### config.mk
export PLATFORM = sky130hd
export DESIGN_NAME = sptu_queue
export DESIGN_NICKNAME = d
export VERILOG_FILES = /design/src/rtl/sptu_pkg.sv /design/src/rtl/sptu_queue.sv
export SDC_FILE = /design/constraint.sdc
export NUM_CORES = 1
export LEC_CHECK = 0
export ABC_AREA = 1
export BUFFER_PORTS_ARGS = -buffer_cell sky130_fd_sc_hd__buf_4
export CAP_MARGIN = 20
export CORE_ASPECT_RATIO = 2
export CORE_MARGIN = 2
export CORE_UTILIZATION = 30
export DETAILED_ROUTE_END_ITERATION = 8
export MAX_ROUTING_LAYER = met4
export SLEW_MARGIN = 15
export SYNTH_ARGS = -nofsm -noshare
export SYNTH_HDL_FRONTEND = slang
export SYNTH_SLANG_ARGS = --single-unit
### constraint.sdc
create_clock -name i_clk -period 5.28 [get_ports i_clk]
set_input_delay 0.264 -clock i_clk [delete_from_list [all_inputs] [get_ports i_clk]]
set_output_delay 0.264 -clock i_clk [all_outputs]
set_load 0.01 [all_outputs]
### src/rtl/sptu_pkg.sv
// ---------------------------------------------------------------------------
// sptu_pkg: shared types and constants for the screen-to-plane unprojector
// Widths of the fixed-point datapath, status codes, register reset values.
// ---------------------------------------------------------------------------
`default_nettype none

package sptu_pkg;

    localparam int FRAC_BITS = 16;
    localparam int DATA_W    = 32;
    // affine sum: two floored products plus one coefficient
    localparam int CW        = 2 * DATA_W - FRAC_BITS + 2;
    localparam int CL        = (CW + 1) / 2;
    localparam int CH        = CW - CL;
    localparam int PW        = DATA_W + CW;
    localparam int DW        = PW + 1;
    localparam int NW        = DW + FRAC_BITS;
    localparam int RW        = DW + DATA_W;
    localparam int N_REGS    = 8;
    localparam int IDX_W     = $clog2(N_REGS);
    localparam int CFG_W     = 2 * DATA_W;
    localparam int QDEPTH    = 4;
    localparam int QPTR_W    = $clog2(QDEPTH);
    localparam int N_PROD    = 6;
    localparam int ST_W      = 2;

    localparam logic [ST_W-1:0] ST_OK   = 2'd0;
    localparam logic [ST_W-1:0] ST_ZERO = 2'd1;
    localparam logic [ST_W-1:0] ST_SAT  = 2'd2;

    localparam logic [CFG_W-1:0] COEF_RST [N_REGS] = '{
        64'd65536, 64'd0, 64'd281474976710656, 64'd0,
        64'd0, 64'd65536, 64'd0, 64'd281474976710656
    };

    // mat[row][col], rows and columns counted from zero
    typedef logic [3:0][3:0][DATA_W-1:0] t_mat;
    // the four affine sums c1..c4 at index 0..3
    typedef logic [3:0][CW-1:0] t_cvec;

    typedef struct packed {
        logic full;
        logic empty;
    } t_qstat;

endpackage

`default_nettype wire

### src/rtl/sptu_queue.sv
// ---------------------------------------------------------------------------
// sptu_queue: short queue between the front and back of the unprojector
// Holds affine-sum words so that either side can stall on its own.
// ---------------------------------------------------------------------------
`default_nettype none

module sptu_queue
    import sptu_pkg::*;
(
    input  wire logic  i_clk,
    input  wire logic  i_rst_n,
    input  wire logic  i_push,
    input  wire t_cvec i_data,
    input  wire logic  i_pop,
    output t_cvec      o_data,
    output t_qstat     o_stat
);

    t_cvec               r_mem [QDEPTH];
    logic [QPTR_W-1:0]   r_wp;
    logic [QPTR_W-1:0]   r_rp;
    logic [QPTR_W:0]     r_cnt;

    assign o_data       = r_mem[r_rp];
    assign o_stat.full  = (r_cnt == (QPTR_W+1)'(QDEPTH));
    assign o_stat.empty = (r_cnt == '0);

    always_ff @(posedge i_clk) begin
        if (!i_rst_n) begin
            r_wp  <= '0;
            r_rp  <= '0;
            r_cnt <= '0;
        end else begin
            if (i_push) begin
                r_wp <= r_wp + 1'b1;
            end
            if (i_pop) begin
                r_rp <= r_rp + 1'b1;
            end
            case ({i_push, i_pop})
                2'b10:   r_cnt <= r_cnt + 1'b1;
                2'b01:   r_cnt <= r_cnt - 1'b1;
                default: r_cnt <= r_cnt;
            endcase
        end
    end

    always_ff @(posedge i_clk) begin
        if (i_push) begin
            r_mem[r_wp] <= i_data;
        end
    end

endmodule

`default_nettype wire

Word-level counts from Yosys, hierarchy flattened
Memories as Yosys holds them, arrays and structs flattened. A register that Yosys moved wholly into a read port is not among the register bits.
Cells that the tools add are included.
- add/subtract/negate cells: 4
- eq/ne operators: 3
- mux-type cells: 5
- reductions and logical operators: 2
- operators by type and width (operator ; count):
    $pmux W3 S2 ; 1
    $add A2 B1 Y2 const B ; 2
    $mux W2 ; 2
    $add A3 B1 Y3 const B ; 1
    $eq A3 B3 Y1 const B ; 1
    $logic_not A3 Y1 ; 1
    $sub A3 B1 Y3 const B ; 1
    $eq A2 B1 Y1 const B ; 1
    $eq A2 B2 Y1 const B ; 1
    $mux W1 ; 2
    $reduce_bool A2 Y1 ; 1
- flip-flop bits (word level): 7
- RAM bits: 800
- input bits: 204
- output and inout port bits: 202
- word-level logic and storage cells: 18
- memories: 1
- memory list (name ; depth ; width ; rd ports ; clocked after memory_dff ; wr ports ; RTL line ; text):
    r_mem ; 4 ; 200 ; 1 ; 1 ; 1 ; sptu_queue.sv:19 ; t_cvec r_mem [QDEPTH];

Depth between registers and ports, before layout
Gate-level depths: netlist (run 1).
- depth in word-level cells: 3
- gate-level depth with buffers: 10
- depth with buffers taken out: 10

Worst setup path after synthesis (run 1)
OpenSTA, ideal clock, no wires.
- path type: flip-flop to flip-flop
- start point: register r_wp[0]
- end point: memory r_mem[2][0] (netlist bit) (enable)
- setup time: 552 ps
- data arrival time: 4427 ps
- data required time: 4728 ps
- path slack: 301 ps
- cell stages (with the launch flop): 5
- path buffers: 0
- clock period less this slack: 4979 ps
- cells stage by stage: dfxtp_1 > inv_1 > ha_1 > nand2_1 > inv_1
- RTL lines (what ; RTL line ; text):
    start: declaration ; sptu_queue.sv:20 ; logic [QPTR_W-1:0] r_wp;
    start signal: assignment ; sptu_queue.sv:35 ; r_wp <= r_wp + 1'b1;
    end: declaration ; sptu_queue.sv:19 ;
No word-level cell before the write port.

==> flow_summary.ini, run 1 <==
[outcome]
outcome = complete, no violations

[logic_synthesis]
yosys-top-cells-area = edfxtp_1, nor2_1, o22ai_1
syn_area_per_cell_um2 = 15.1
ys.flop_type = edfxtp_1
netlist_area_um2 = 30100
yosysTopAreaCell = edfxtp_1
synth_edf_count = 800
synth-seq-cells = 809
synth_commonest_cells = edfxtp_1, nor2_1, o21ai_0, o21ai_1, o22ai_1
synth_top_area_share_pct = 79.9
synthCells = 1991
yosys_warnings = 0
yosysMostFrequentCell = edfxtp_1
seq_area_frac_synth_pct = 80.5
synth_fp_nets = 2201
yosysUniqueCellTypes = 20
async_flop_share_pct = 0

[detailed_routing]
ant_nets = 0
drt_wl_total_mm = 73.3
drt-vias-per-instance = 4.72
routed-via-count = 18662
drc = 0
drtIter0Drc = 872
dr.pass1.iters = 5
wire_per_inst_um = 18.5

[global_routing]
grtUsageTotal_pct = 14.4
antenna_found_initial = 10
grt_max_degree = 137
grt_pass1_wl_mm = 111
grt_pass1_vias = 19467
grt_overflow_total = 0

[setup_path]
r2r_slack_ns = 2.93
crit_type = register to primary output
cp-start-kind = register
path_cells = clkinv_8 -> buf_12 -> buf_4 -> o21ai_1 -> o22ai_1 -> buf_4
cp_num_cells = 6
crit_buf_inv = 4
cp_slowest_stage_delay_ns = 0.84
crit_top_cell = buf_4
crit_arrival_ns = 3.58
end_kind = primary output
cpMaxStageDelayCell = dfxtp_4
critPathMaxFanout = 134
critPathRequiredTime_ns = 5.02
cpLargestDelayFamily = buffers and inverters
reg2regPathDepth = 5

[clock_network]
cts-root-buf = clkbuf_16
clk_latency_ns = 0.64
post_cts_buffers = 0
htree_levels = 3
cts_made_buffers = 73
clock-sinks = 809
post_cts_resized = 0
clockBufferDepth = 3
cts_tree = done
clkTransAtPathRegs_ns = 0.07

[layout]
drive_above_1_share_pct = 20.2
area_growth_pct = 28.4
fin_nets = 2771
final_cells = 3955
design_area_um2 = 38600

[sta]
worst_pin_slew_ns = 0.946
finalCritPeriodShare_pct = 72.8
layout_setup_ws_ns = 1.44
holdWs_ns = 0.358
slew_headroom_pct = 36.9
rsz0062_at_grt = false
fmax_mhz = 260
fin_tns_setup_ns = 0
min_period_ns = 3.84
maxSlewViolCount = 0
setup_viol = 0
finClkSkew_ns = 0.0129
final-hold-violation-count = 0

[placement]
port_buffers = 405
post-dp-hpwl_mm = 41.7
place_congestion = 0.729
pre_cts_slack_ns = 2.14
dpl-instance-area_um2 = 34300
place_inst = 3611

[die]
num_rows = 164
start_util_pct = 30.2
die_h_um = 452
die_area_um2 = 103000
dieWidth_um = 228
coreArea_um2 = 99700
ios = 406

[power]
irDropWorstVdd_v = 0.000374
p_per_area_nw_per_um2 = 367
p_leak_nw = 13.2

[job]
cap_violations = 0

[hold_path]
hp-class = input pin to register
worstHoldPathCells = 2
registers in the layout, indices dropped and copies added (netlist names), named ones only:
signal and cells:
r_rp 2, r_wp 2, r_mem 800, r_cnt 3
power breakdown:
part           internal [mW]  switching, mW  total, mW  leakage (nW)
Combinational          0.653          0.915       1.57          4.67
Sequential              7.35         0.0773       7.42          7.42
Clock                   2.85           2.34       5.19          1.13
final timing paths:
check,startpoint,to
hold reg to reg,r_rp[1],register
setup reg to reg,r_wp[0],r_mem[0][119]
setup / recovery,register,o_data[158]
hold / removal,i_data[110],r_mem[3][110]
layout by cell type, fill, tap and decap left out, drive strengths merged:
| master | Yosys | routed |
|---|---|---|
| edfxtp | 800 | 800 |
| buf | 72 | 424 |
| o21ai | 406 | 406 |
| nor2 | 403 | 403 |
| dlygate4sd3 | 0 | 203 |
| o22ai | 200 | 200 |
| clkbuf | 60 | 91 |
| inv | 17 | 26 |
| clkinv | 0 | 25 |
| diode | 0 | 11 |
| nand2 | 9 | 9 |
| dfxtp | 9 | 9 |
| a21oi | 5 | 5 |
| ha | 5 | 5 |
| bufinv | 0 | 5 |
| nor3 | 2 | 2 |
| nand3 | 1 | 1 |
| nand4 | 1 | 1 |
| fa | 1 | 1 |
what timing repair did:
action                                  CTS  global route
endpoints found under the hold margin   809             0
hold buffers                            203             0
endpoints found under the setup margin    0             0
layer usage:
metal  share of wire (%)  wire length, µm  global-route usage [%]  vias up
met5                   0                0                       -        -
met4                 3.3             2430                    6.51        0
met3                 6.6             4830                    3.60      128
met2                  51            37100                    24.7      586
met1                  39            28900                    15.7     9240
li1                    -                -                       -     8708
layout make-up:
| class | instances | area, µm² |
|---|---|---|
| antenna | 11 | 27.5 |
| clock buffer | 91 | 1890 |
| clock inverter | 39 | 424 |
| fill | 9297 | 61100 |
| inverter | 17 | 111 |
| multi-input combinational | 1033 | 4960 |
| sequential | 809 | 24200 |
| tap | 1328 | 1660 |
| timing repair buffer | 627 | 5340 |
metrics by stage:
step | utilization (%) | power, mW
after floorplan | - | 8.29
after global placement | 34.3 | 9.00
after detailed placement | 34.3 | 9.02
after CTS | 38.7 | 14.4
after global routing | 38.7 | 14.7
final | 38.7 | 14.2
logic make-up after synthesis:
logic type      synth area share (%)
fa+ha+maj                      0.275
flops                           80.5
simple gates                    5.21
buf+inv                         3.06
compound gates                  11.0
Power figures use the tool's default switching activity.
==> inputs of run 2 (changes only) <==
Clock period 5.28 ns to 3.17 ns, I/O delays scaled along.
==> flow_summary.ini, run 2 (synthesized netlist as in run 1, its figures left out) <==
[clock_network]
clock-sinks = 809
clockBufferDepth = 3
htree_levels = 3
clk_latency_ns = 0.65
cts_tree = done
cts_made_buffers = 72
post_cts_resized = 0
hold_buffers = 203
clkTransAtPathRegs_ns = 0.07
cts-root-buf = clkbuf_16
post_cts_buffers = 0

[layout]
largest_register_ffs = 800
fillers = 9267
drive_above_1_share_pct = 22.4
area_growth_pct = 30.0
final_core_util_pct = 39.2
layout_commonest_cell = edfxtp_1
largestRegisters = r_mem (800), r_cnt (3)
final_cell_mix = edfxtp_1, buf_4, nor2_1
top_register = r_mem
fin_nets = 2818

[hold_path]
hp-class = input pin to register

[global_routing]
antenna_found_initial = 7
grt_max_degree = 145
grt_overflow_total = 0
grt_pass1_vias = 19099
grtUsageTotal_pct = 14.7
grt_pass1_wl_mm = 114

[detailed_routing]
drt_wl_total_mm = 75.1
drt-vias-per-instance = 4.70
drc = 0
routed-via-count = 18785
wire_per_inst_um = 18.8
dr.pass1.iters = 5
drtIter0Drc = 1053
ant_nets = 0

[placement]
port_buffers = 405
place_congestion = 0.763
post-dp-hpwl_mm = 45.7
pre_cts_slack_ns = 1.19

[setup_path]
crit_buf_inv = 2
path_cells = buf_4 -> o21ai_0 -> o22ai_1 -> buf_4
cp-start-kind = register
cpLargestDelayFamily = buffers and inverters
critPathRequiredTime_ns = 3.01
cp_slowest_stage_delay_ns = 0.52
r2r_slack_ns = 1.24
end_kind = primary output
crit_top_cell = buf_4
crit_type = register to primary output
critPathMaxFanout = 59
crit_arrival_ns = 2.45
cpMaxStageDelayCell = buf_4

[sta]
worst_pin_slew_ns = 0.950
slew_headroom_pct = 36.7
finClkSkew_ns = 0.0345
layout_setup_ws_ns = 0.566
fin_tns_setup_ns = 0
fmax_mhz = 384
min_period_ns = 2.60
maxSlewViolCount = 0
setup_viol = 0
final-hold-violation-count = 0
rsz0062_at_grt = false
finalCritPeriodShare_pct = 82.2

[die]
dieWidth_um = 228
die_h_um = 452
start_util_pct = 30.2
ios = 406
num_rows = 164
coreArea_um2 = 99700
die_area_um2 = 103000

[power]
irDropWorstVdd_v = 0.000515
p_leak_nw = 13.5
p_per_area_nw_per_um2 = 602

[job]
cap_violations = 0

[outcome]
outcome = complete, no violations
run 2: cell count changes in the layout (fill, tap and decap cells not counted), moves of 3 or more:
cell | before | now
diode_2 | 11 | 7
clkinv_2 | 5 | 15
clkbuf_1 | 18 | 6
inv_8 | 4 | 1
ha_1 | 5 | 2
buf_4 | 414 | 445
nand2_2 | 0 | 3
nand2_1 | 9 | 6
ha_2 | 0 | 3
buf_12 | 10 | 27
clkinvlp_4 | 0 | 8
inv_16 | 3 | 0
run 2: through the flow:
| step | area (µm²) | power [mW] | cells | hold WS, ns |
|---|---|---|---|---|
| 2_1_floorplan | 30100 | 13.8 | 1991 | 0.257 |
| 3_3_place_gp | 34800 | 15.1 | 3659 | 0.359 |
| 3_5_place_dp | 34800 | 15.1 | 3659 | 0.360 |
| 4_1_cts | 39100 | 23.9 | 3990 | 0.177 |
| 5_1_grt | 39100 | 24.4 | 3995 | 0.219 |
| 6_report | 39100 | 23.5 | 3997 | 0.251 |
run 2: where the power goes:
| group | total, mW | internal (mW) | switching [mW] |
|---|---|---|---|
| Combinational | 2.76 | 1.16 | 1.59 |
| Sequential | 12.3 | 12.2 | 0.0976 |
| Clock | 8.45 | 4.61 | 3.83 |
run 2: cell type report:
| class | instances | area (µm²) | share of cell area (%) |
|---|---|---|---|
| timing repair buffer | 675 | 5910 | 15.1 |
| multi-input combinational | 1033 | 4970 | 12.7 |
| antenna | 7 | 17.5 | 0.0448 |
| tap | 1328 | 1660 | 4.25 |
| clock inverter | 47 | 358 | 0.915 |
| sequential | 809 | 24200 | 61.9 |
| clock buffer | 81 | 1880 | 4.80 |
| inverter | 17 | 96.3 | 0.246 |
run 2: worst register-to-register path: cells and delay by family (launching register included):
family,cells,cell delay (ns)
fa+ha+maj,1,0.18
buf+inv,4,1.07
flops,1,0.35
simple gates,1,0.07
run 2: worst paths after layout:
check | depth (start not counted) | startpoint | endpoint
setup / recovery | 4 | register | o_data[50]
hold / removal | 2 | i_data[186] | r_mem[2][186]
setup reg to reg | 6 | r_wp[0] | r_mem[0][83]
hold reg to reg | 1 | r_rp[1] | register
run 2: routing by layer:
layer / up-vias / GRT usage (%) / wire, µm
li1: 8805 / - / -
met1: 9308 / 16.8 / 30300
met2: 559 / 25.3 / 38300
met3: 113 / 3.19 / 4560
met4: 0 / 5.69 / 1940
met5: - / - / 0
